## config.mk

```make
export PLATFORM = sky130hd
export DESIGN_NAME = clns_ram
export DESIGN_NICKNAME = d
export VERILOG_FILES = /design/src/hw/rtl/clns_ram.sv
export SDC_FILE = /design/constraint.sdc
export NUM_CORES = 1
export LEC_CHECK = 0
export BUFFER_PORTS_ARGS = -buffer_cell sky130_fd_sc_hd__buf_2
export CAP_MARGIN = 5
export CORE_MARGIN = 3
export CORE_UTILIZATION = 45
export DETAILED_ROUTE_END_ITERATION = 10
export PLACE_DENSITY = 0.67
export SYNTH_ARGS = -nofsm -noshare
export SYNTH_HDL_FRONTEND = slang
export SYNTH_SLANG_ARGS = --single-unit
```

## constraint.sdc

```tcl
create_clock -name clk -period 2.3 [get_ports clk]
set_clock_uncertainty 0.05 [all_clocks]
set_input_delay 0.345 -clock clk [delete_from_list [all_inputs] [get_ports clk]]
set_output_delay 0.345 -clock clk [all_outputs]
set_load 0.01 [all_outputs]
```

## src/hw/rtl/clns_ram.sv

```systemverilog
`timescale 1ns / 1ps

module clns_ram #(
    parameter int WIDTH = 8,
    parameter int DEPTH = 64
) (
    input  logic                     clk,
    input  logic                     we,
    input  logic [$clog2(DEPTH)-1:0] waddr,
    input  logic [WIDTH-1:0]         wdata,
    input  logic [$clog2(DEPTH)-1:0] raddr,
    output logic [WIDTH-1:0]         rdata
);

    logic [WIDTH-1:0] mem [DEPTH];

    always_ff @(posedge clk)
    begin
        if (we)
        begin
            mem[waddr] <= wdata;
        end
        rdata <= mem[raddr];
    end

endmodule

```

## Word level (Yosys, flattened, before mapping)

Memories as Yosys holds them, arrays and structs flattened. A register that Yosys moved wholly into a read port is not among the register bits.
Index checks and enable logic that the tools add are counted.
W data, S select, Z words.

- RAM bits: 512
- Word-level logic and storage cells: 3
- Flip-flop bits (word level): 0
- Output and inout bits: 8
- Memories kept: 1
- Input port bits: 22

Memories:

| memory | words | width | rd ports | clocked after Yosys merged registers in | write ports | RTL line | source |
|---|---|---|---|---|---|---|---|
| mem | 64 | 8 | 1 | 1 | 1 | 15 | `logic [WIDTH-1:0] mem [DEPTH];` |

- Mux-type cells: 2

Operators with widths:

| operator | count |
|---|---|
| $mux W1 | 2 |

## Depth between registers and ports, before layout

- Depth in word-level cells: 2
- Depth in mapped cells: 9

## Least setup slack after synthesis

Ideal clock, no wire load.

- Path type: input -> register
- Start: input raddr[1]
- End: register rdata[3] (read register of mem)
- Arrival: 1.885 ns
- Setup time: 0.128 ns
- Stages on the path: 7
- Buffers on the path: 3
- Slack: 0.237 ns
- Cells stage by stage: buf_4 > buf_2 > buf_2 > mux4_2 > mux4_2 > o21ai_1 > o41ai_1

RTL lines:

| what | RTL line | source |
|---|---|---|
| from (decl) | 11 | `input logic [$clog2(DEPTH)-1:0] raddr,` |
| to (decl) | 12 | `output logic [WIDTH-1:0] rdata` |

==> metrics.md <==
| Metric | Value |
|---|---|
| Status | completed |
| Die extent in x | 218 µm |
| CP Launch Type | flip-flop |
| Flop-to-flop setup slack | 270 ps |
| Worst slew margin | 0.570 |
| GR Util met2 | 0.318 |
| Ys flop type | edfxtp_1 |
| P&R area growth vs syn | 17.7% |
| Syn Nets | 962 |
| Initial antenna violation count | 1 |
| Full die area | 47400 µm² |
| # DRC | 0 |
| Grt met1 use | 0.275 |
| Initial DRC count | 1022 |
| FF-to-FF path depth | 4 |
| Area of the multi-input gates | 4320 µm² |
| Cell accounting for the most synthesized area | edfxtp_1 |
| Core Region | 43600 µm² |
| Final Hold Viols | 0 |
| Post-Route WL | 45500 µm |
| FF-to-FF Start | mem[54][7] |
| Die Y | 218 µm |
| I/O pin count | 30 |
| Grt total ovfl | 0 |
| Nets | 1153 |
| Final ANT Viol Nets | 0 |
| Hold_ws | 150 ps |
| Layout cells sized above 1 | 0.343 |
| Ant diodes | 0 |
| Wire length per cell | 26.0 µm |
| Syn Area/Cell | 21.5 µm² |
| Gpl congestion | 0.791 |
| # resized after CTS | 0 |
| Max-cap violations | 0 |
| Starting Density | 0.462 |
| Critical Path Source | mem[54][7] |
| Vias after detailed routing | 10.0k |
| HPWL after detailed placement | 29600 µm |
| Gr busiest metal | met2 |
| Seq cells post-synth | 520 |
| RSZ-0062 raised after global routing | false |
| Worst skew pair latency | 590 ps |
| Mapped Cells | 940 |
| Crit share post-route | 0.883 |
| First-pass GRT wire length | 68100 µm |
| Synth area leaders | edfxtp_1 (76%), mux4_2 (14%), nor2_1 (1.5%) |
| Hold_buf cts | 0 |
| Hold crit path type | input port to flip-flop |
| Gr usage total | 0.196 |
| Minimum clock period | 2030 ps |
| CTS sink count | 520 |
| Number of fill cells | 3309 |
| Static leakage | 0.00773 µW |
| CP endpoint | rdata[7] |
| Commonest non-fill, non-tap cell in the layout | edfxtp_1 |
| Setup crit end kind | flip-flop |
| CP Data Required Time | 2700 ps |
| Post-route design area | 23700 µm² |
| Most frequent cells in the layout | edfxtp_1 (512), buf_4 (146), mux4_2 (126), nor2_1 (83), clkbuf_16 (53) |
| Crit-path max FO | 1 |
| Fmax | 0.492 GHz |
| Final setup vio count | 0 |
| Row Count | 76 |
| Largest net degree at the start of global routing | 65 |
| Worst VDD drop | 0.000652 V |
| M3 GR Usage | 0.0421 |
| Unique cell type count in the Yosys netlist | 40 |
| PwrDens | 830 nW/µm² |
| Vias in the first global route | 10.3k |
| Vias per cell | 5.71 |
| Sequential Area | 15500 µm² |
| Mapped Area | 20200 µm² |
| Clk pin slew, worst setup/hold paths | 70 ps |
| Worst reg2reg path endpoint | rdata[7] |
| DRT Pass-1 Iters | 5 |
| Cell Area, Placed | 22100 µm² |
| Post-CTS Setup Bufs | 0 |
| Placed cells | 1662 |
| Post-synth EDFFs | 512 |
| Synth Warn # | 0 |
| Worst-margin pin slew | 645 ps |
| CTS tree | yes |
| Async set-reset flop share out of synthesis | 0 |
| Root Buffer | clkbuf_16 |
| Seq/Total Area, Yosys | 0.770 |
| Htree depth | 2 |
| Kind of critical path | flip-flop to flip-flop |
| Port bufs | 29 |
| CTS buffer count | 52 |
| Synth top area share | 0.762 |
| Post-route insts no fill | 1753 |
| Final slew viol count | 0 |
| Longest Clk Path Bufs | 3 |
| CP arrival | 2430 ps |
[sequential cells by signal (all words and copies together) (netlist names)]
register  cells
mem         512
rdata         8
[worst min path at each step]
stage | from | to | slack (ps) | cells past startpoint
2_1_floorplan | wdata[0] | mem[0][0] | 390 | 0
3_3_place_gp | rdata[2] | rdata[2] | 730 | 1
3_5_place_dp | rdata[1] | rdata[1] | 740 | 1
4_1_cts | wdata[4] | mem[29][4] | 140 | 1
5_1_grt | wdata[4] | mem[47][4] | 150 | 1
6_report | wdata[4] | mem[19][4] | 150 | 1
[through the flow]
step	setup slack, ps	power (µW)	setup TNS (ps)	utilization
finish	269	19700	0	0.544
global route	171	20300	0	0.544
detailed placement	-200	11800	-1030	0.507
global placement	-188	11800	-890	0.507
CTS	284	19900	0	0.544
floorplan	237	11300	0	-
[where the power goes]
part	switching, µW	total (µW)	internal, µW
clock network	3390	8100	4720
logic	620	1090	465
registers	32.0	10500	10500
[cells by family after synthesis]
group                  count (synthesis)  share of synthesized area
DFF                                  520                      0.770
and+or+nand+nor                      153                     0.0339
buffers and inverters                 51                     0.0157
AOI/OAI and AO/OA                     54                     0.0207
muxes                                162                      0.159
[routing by layer]
| metal | part of all wire | vias up |
|---|---|---|
| met1 | 0.42 | 5281 |
| met4 | 0.022 | 0 |
| met3 | 0.072 | 65 |
| li1 | - | 4297 |
| met2 | 0.49 | 370 |
| met5 | 0 | - |
[final cells by class]
cell class,count,area share
timing repair buffer,188,0.0649
clock inverter,24,0.00943
multi-input combinational,369,0.182
clock buffer,67,0.0589
tap,585,0.0308
sequential,520,0.654
[cell usage after synthesis (all sizes together), types with 7 or more instances]
master	count
buf	34
clkbuf	17
dfxtp	8
edfxtp	512
mux2	13
mux2i	23
mux4	126
nand2	19
nand2b	7
nand3	13
nor2	83
nor2b	14
nor3	7
o221ai	8
o22ai	8
[critical path, cell delays in order (launching register included)]
cell	delay, ps
edfxtp_1	390
mux4_2	480
mux4_2	520
o21ai_0	370
nand2_1	100
(Power assumes the default switching activity.)
