**config.mk**
```make
export PLATFORM = sky130hd
export DESIGN_NAME = clns_div
export DESIGN_NICKNAME = d
export VERILOG_FILES = /design/src/hw/rtl/clns_pkg.sv /design/src/hw/rtl/clns_div.sv
export SDC_FILE = /design/constraint.sdc
export NUM_CORES = 1
export LEC_CHECK = 0
export BUFFER_PORTS_ARGS = -buffer_cell sky130_fd_sc_hd__buf_2
export CORE_UTILIZATION = 39
export DETAILED_ROUTE_END_ITERATION = 6
export PLACE_DENSITY_LB_ADDON = 0.15
export SLEW_MARGIN = 15
export SYNTH_ARGS = -nofsm -noshare
export SYNTH_HDL_FRONTEND = slang
export SYNTH_SLANG_ARGS = --single-unit
```
**constraint.sdc**
```tcl
create_clock -name clk -period 4.2 [get_ports clk]
set_clock_uncertainty 0.1 [all_clocks]
set_input_delay 0.84 -clock clk [delete_from_list [all_inputs] [get_ports clk]]
set_output_delay 0.84 -clock clk [all_outputs]
set_load 0.05 [all_outputs]
```
**src/hw/rtl/clns_pkg.sv**
```systemverilog
`timescale 1ns / 1ps

package clns_pkg;

    localparam int MAX_PARTICLES = 64;
    localparam int STORE_DEPTH   = 64;
    localparam int IDX_W         = 6;
    localparam int CNT_W         = 7;
    localparam int WORD_W        = 128;

    localparam logic [1:0] OP_CLEAR = 2'd0;
    localparam logic [1:0] OP_ADD   = 2'd1;
    localparam logic [1:0] OP_QUERY = 2'd2;

    localparam logic [1:0] KIND_ACK  = 2'd0;
    localparam logic [1:0] KIND_HIT  = 2'd1;
    localparam logic [1:0] KIND_NONE = 2'd2;
    localparam logic [1:0] KIND_FULL = 2'd3;

    localparam logic REG_CELL_WIDTH  = 1'b0;
    localparam logic REG_CELL_HEIGHT = 1'b1;

    typedef struct packed {
        logic [1:0]         opcode;
        logic signed [31:0] x_coord;
        logic signed [31:0] y_coord;
        logic [30:0]        search_radius;
    } in_item_t;

    typedef struct packed {
        logic [1:0]       kind;
        logic [IDX_W-1:0] neighbor_index;
        logic [CNT_W-1:0] stored_count;
        logic             last;
    } out_item_t;

    typedef struct packed {
        logic               start;
        logic signed [31:0] dividend;
        logic [30:0]        divisor;
    } div_req_t;

endpackage

```
**src/hw/rtl/clns_div.sv**
```systemverilog
`timescale 1ns / 1ps

// floor division, one quotient bit per cycle
module clns_div (
    input  logic                clk,
    input  logic                rst_n,
    input  clns_pkg::div_req_t  req,
    output logic                done,
    output logic signed [31:0]  quotient
);
    import clns_pkg::*;

    logic        busy_reg, busy_next;
    logic        done_reg, done_next;
    logic [4:0]  cnt_reg, cnt_next;
    logic        neg_reg, neg_next;
    logic [31:0] rem_reg, rem_next;
    logic [31:0] quo_reg, quo_next;
    logic [30:0] d_reg, d_next;
    logic [32:0] rem_sh;
    logic [32:0] rem_sub;
    logic        ge;
    logic [31:0] mag;

    assign rem_sh  = {rem_reg, quo_reg[31]};
    assign ge      = rem_sh >= {2'b00, d_reg};
    assign rem_sub = rem_sh - {2'b00, d_reg};
    assign mag     = quo_reg + 32'(rem_reg != 32'd0);

    always_comb
    begin
        busy_next = busy_reg;
        done_next = 1'b0;
        cnt_next  = cnt_reg;
        neg_next  = neg_reg;
        rem_next  = rem_reg;
        quo_next  = quo_reg;
        d_next    = d_reg;
        if (req.start)
        begin
            busy_next = 1'b1;
            cnt_next  = 5'd0;
            neg_next  = req.dividend[31];
            rem_next  = 32'd0;
            quo_next  = req.dividend[31] ? 32'(-req.dividend) : 32'(req.dividend);
            d_next    = req.divisor;
        end
        else if (busy_reg)
        begin
            rem_next = ge ? rem_sub[31:0] : rem_sh[31:0];
            quo_next = {quo_reg[30:0], ge};
            cnt_next = cnt_reg + 5'd1;
            if (cnt_reg == 5'd31)
            begin
                busy_next = 1'b0;
                done_next = 1'b1;
            end
        end
    end

    always_ff @(posedge clk or negedge rst_n)
    begin
        if (!rst_n)
        begin
            busy_reg <= 1'b0;
            done_reg <= 1'b0;
        end
        else
        begin
            busy_reg <= busy_next;
            done_reg <= done_next;
        end
    end

    always_ff @(posedge clk)
    begin
        cnt_reg <= cnt_next;
        neg_reg <= neg_next;
        rem_reg <= rem_next;
        quo_reg <= quo_next;
        d_reg   <= d_next;
    end

    assign done     = done_reg;
    assign quotient = neg_reg ? $signed(-mag) : $signed(quo_reg);

endmodule

```
# == After elaboration in Yosys (flattened, before gate mapping) ==
# Cells that the tools add are included.
# word_totals
elab_cells,27
in_bits,66
regBits,103
out_inout_bits,33
# classes
n_reduce_logical,2
n_lt_le_gt_ge,1
eq_ne,1
n_addsub,5
muxes,11
# op_table
cell,n
32-bit 2-to-1 mux,5
32-bit negator,2
33-bit by 31-bit greater-or-equal comparator with 1-bit output,1
32-bit by 1-bit adder with 32-bit output,1
32-bit nonzero test,1
32-bit by 31-bit subtractor with 32-bit output,1
1-bit 2-to-1 mux,6
"5-bit by 1-bit adder with 5-bit output, second input constant",1
"5-bit equality test, second input constant",1
2-bit nonzero test,1

# == Longest topological paths before layout ==
# logic_depth
word_depth,4
mapped_depth,16

# == Worst setup path after synthesis ==
# OpenSTA, ideal clock, no wires.
# synth_timing
path_kind,register to output
start,register rem_reg[25]
end,output port quotient[31]
path_stages_with_launch,17
required_ns,3.260
arrival_time_ns,3.649
setup_slack_ns,-0.389
cell_sequence,dfxtp_1 -> nor4_1 -> nand4_1 -> nor2_1 -> ha_1 -> ha_1 -> inv_1 -> ha_1 -> o21bai_1 -> a221oi_1 -> o21ai_0 -> a21oi_1 -> o31ai_1 -> a22oi_1 -> o31ai_1 -> a31oi_1 -> xnor2_1
# synth_via
elab_chain_len,4
# synth_rtl
item,line,source
from (decl),clns_div.sv:17,"logic [31:0] rem_reg, rem_next;"
from (signal assigned),clns_div.sv:79,rem_reg <= rem_next;
32-bit nonzero test,clns_div.sv:28,assign mag = quo_reg + 32'(rem_reg != 32'd0);
32-bit by 1-bit adder with 32-bit output,clns_div.sv:28,
32-bit negator,clns_div.sv:85,assign quotient = neg_reg ? $signed(-mag) : $signed(quo_reg);
32-bit 2-to-1 mux,clns_div.sv:85,
to (decl),clns_div.sv:9,output logic signed [31:0] quotient
# Every way passes these cells.

# == Worst setup path after layout ==
# Same ends and word-level chain as after synthesis.

==> results.json <==
{
  "dieArea_um2": 22300,
  "cts_tree": "yes",
  "cts_root_buf": "clkbuf_16",
  "cp.required_ps": 3260,
  "design_area_um2": 10700,
  "cp-end-kind": "output port",
  "grt_pass1_wl_um": 36300,
  "vias": 7781,
  "avgSynthCellArea_um2": 8.23,
  "grt_pass1_vias": 7376,
  "slew_headroom_pct": 44.1,
  "fillers": 2037,
  "synth_most_common_cell": "nor2_1",
  "io_pins": 99,
  "rsz0062_at_grt": "true",
  "start_util_pct": 40.0,
  "clockBufferDepth": 2,
  "drt_pass1_iterations": 5,
  "nNetsFinal": 1319,
  "syn_nets": 1165,
  "drtIter0Drc": 392,
  "synthFlopType": "edfxtp_1",
  "place_congestion": 0.874,
  "drv_slew": 0,
  "startpoint": "rem_reg[25]",
  "drt.antenna.violating_nets": 0,
  "finalSetupViolCount": 16,
  "p_leak_nw": 4.83,
  "min_path_type": "in -> async",
  "crit_path_max_incr_delay_ps": 340,
  "synth_area_um2": 8470,
  "coreArea_um2": 21200,
  "post-route-util_pct": 50.6,
  "place_inst": 1427,
  "wl_per_cell_um": 15.5,
  "cpMostUsedCell": "ha_4",
  "worst_slack_ps": -352,
  "cp_data_arrival_time_ps": 3610,
  "drv_cap": 0,
  "power_density_nw_per_um2": 614,
  "synth.largest_area_cell": "edfxtp_1",
  "critPathMaxFanout": 3,
  "clkTransAtPathRegs_ps": 70,
  "io_buffers": 98,
  "syn_inst": 1029,
  "min_period_ps": 4550,
  "crit_slowest_cell": "dfxtp_2",
  "yosysUniqueCellTypes": 64,
  "fmax_mhz": 220,
  "postSynth.asyncResetShare_pct": 1.94,
  "dp_hpwl_um": 17300,
  "period_share_pct": 108,
  "synthTopCellsByArea": "edfxtp_1, ha_1, dfxtp_1",
  "hold_violations": 0,
  "antenna_cells": 0,
  "syn2layout_area_growth_pct": 26.3,
  "drive_gt1_share_pct": 24.3,
  "antenna_found_initial": 0,
  "via_per_inst": 5.32,
  "grt_max_degree": 79,
  "worst_setup_path_start_kind": "register",
  "wl_um": 22600,
  "yosysWarnings": 0,
  "synth_edf_count": 64,
  "ir_drop_v": 0.000298,
  "crit_chain": "nor4_4 > nand4_1 > nor2_1 > ha_2 > ha_4 > inv_4 > ha_4 > o21bai_1 > a221oi_2 > o21ai_2 > a21oi_2 > o31ai_2 > buf_4 > a22oi_2 > o31ai_4 > a31oi_4 > xnor2_2 > buf_6",
  "die_x_um": 149,
  "insertion_delay_ps": 360,
  "seq_area_frac_synth_pct": 32.0,
  "outcome": "finished, violations left",
  "die_h_um": 149,
  "synth_common_cells": "nor2_1, a21oi_1, inv_1, nand2_1, ha_1",
  "grt_usage_pct": 20.6,
  "cts.sinks": 103,
  "std_cell_rows": 53,
  "cts_made_buffers": 9,
  "critical_path_class": "reg -> out",
  "r2r_start": "quo_reg[31]",
  "placed_cell_area_um2": 9700,
  "violations": "negative setup slack",
  "h-tree-depth": 3,
  "synth_seq_cells": 103,
  "gr-total-overflow": 0,
  "drc": 0,
  "final_cell_count_no_fill": 1463,
  "cts_hold_buf": 0,
  "worst_pin_slew_ps": 838,
  "synth.top_cell.area_share_pct": 22.7
}
[power by group]
| part | leakage [nW] | internal, W | switching (W) |
|---|---|---|---|
| Sequential | 0.969 | 0.00130 | 0.000148 |
| Combinational | 3.72 | 0.00186 | 0.00241 |
| Clock | 0.142 | 0.000443 | 0.000406 |
[cell families (layout without fill, tap and decap cells)]
| logic type | count (synthesis) | after routing | share of synthesized area, % |
|---|---|---|---|
| compound gates | 310 | 310 | 23.0 |
| simple gates | 306 | 306 | 16.8 |
| buf+inv | 128 | 287 | 5.70 |
| flops | 103 | 103 | 32.0 |
| xor+xnor | 85 | 85 | 8.79 |
| fa+ha+maj | 70 | 70 | 10.4 |
| mux | 27 | 27 | 3.26 |
[path summary, 6_finish.rpt]
| check | end | slack (ps) | cells after the start |
|---|---|---|---|
| worst max-delay path | quotient[31] | -350 | 18 |
| worst min-delay path | busy_reg | 150 | 1 |
| worst max register to register | rem_reg[28] | 570 | 12 |
| worst min register to register | cnt_reg[3] | 420 | 2 |
| max in group asynchronous | busy_reg | 3750 | 1 |
| min in group clk | cnt_reg[3] | 420 | 2 |
[cell type report]
type / instances / area (µm²) / share of cell area, %
Inverter: 82 / 310 / 2.90
Tap cell: 275 / 344 / 3.22
Clock buffer: 11 / 254 / 2.37
Sequential cell: 103 / 2720 / 25.4
Clock inverter: 5 / 38.8 / 0.362
Multi-Input combinational cell: 798 / 5690 / 53.2
Timing Repair Buffer: 189 / 1350 / 12.6
[metal layers]
layer	vias to the layer above	wire length, µm	GRT usage [%]
met5	-	0	0
met2	149	11100	35.9
met4	0	326	6.68
met1	3608	10400	26.4
li1	4005	-	-
met3	19	749	2.23
[critical path, delay by kind of cell, from the launching register on]
family | cells | cell delay, ps
AOI/OAI and AO/OA | 8 | 1230
and+or+nand+nor | 3 | 590
adders and majority gates | 3 | 510
buffers and inverters | 3 | 370
DFF | 1 | 340
xor gates and xnor gates | 1 | 200
[cell usage in the layout, fill, tap and decap left out, types with 7 or more instances in the layout]
| cell type | n |
|---|---|
| nor2_1 | 121 |
| a21oi_1 | 100 |
| buf_4 | 84 |
| nand2_1 | 82 |
| inv_1 | 81 |
| buf_2 | 76 |
| ha_1 | 64 |
| edfxtp_1 | 64 |
| xor2_1 | 47 |
| o21ai_0 | 44 |
| xnor2_1 | 34 |
| dfxtp_1 | 33 |
| a21o_1 | 30 |
| buf_6 | 28 |
| a211oi_1 | 27 |
| mux2i_1 | 21 |
| nand4_1 | 17 |
| nand3_1 | 16 |
| nor3_1 | 12 |
| o21ai_2 | 12 |
| a21oi_2 | 12 |
| o31ai_1 | 10 |
| clkbuf_16 | 10 |
| o21ai_1 | 8 |
| nor4_2 | 7 |
| nor2b_1 | 7 |
| o21a_1 | 7 |
[through the flow]
step,setup slack (ps),total power (W),hold WS [ps],TNS [ps]
2_1_floorplan,-91.1,0.00416,367,-91.1
3_3_place_gp,-376,0.00528,387,-811
3_5_place_dp,-421,0.00529,413,-1140
4_1_cts,-424,0.00636,132,-3630
5_1_grt,-630,0.00705,145,-7500
6_report,-352,0.00657,146,-3570
[timing repair]
item,CTS,global route
resized for setup,92,63
setup buffers,15,9
endpoints found under the setup margin,19,24
pin swaps,33,36
endpoints found under the hold margin,0,0
No activity file was read; power rests on OpenSTA's default activity.
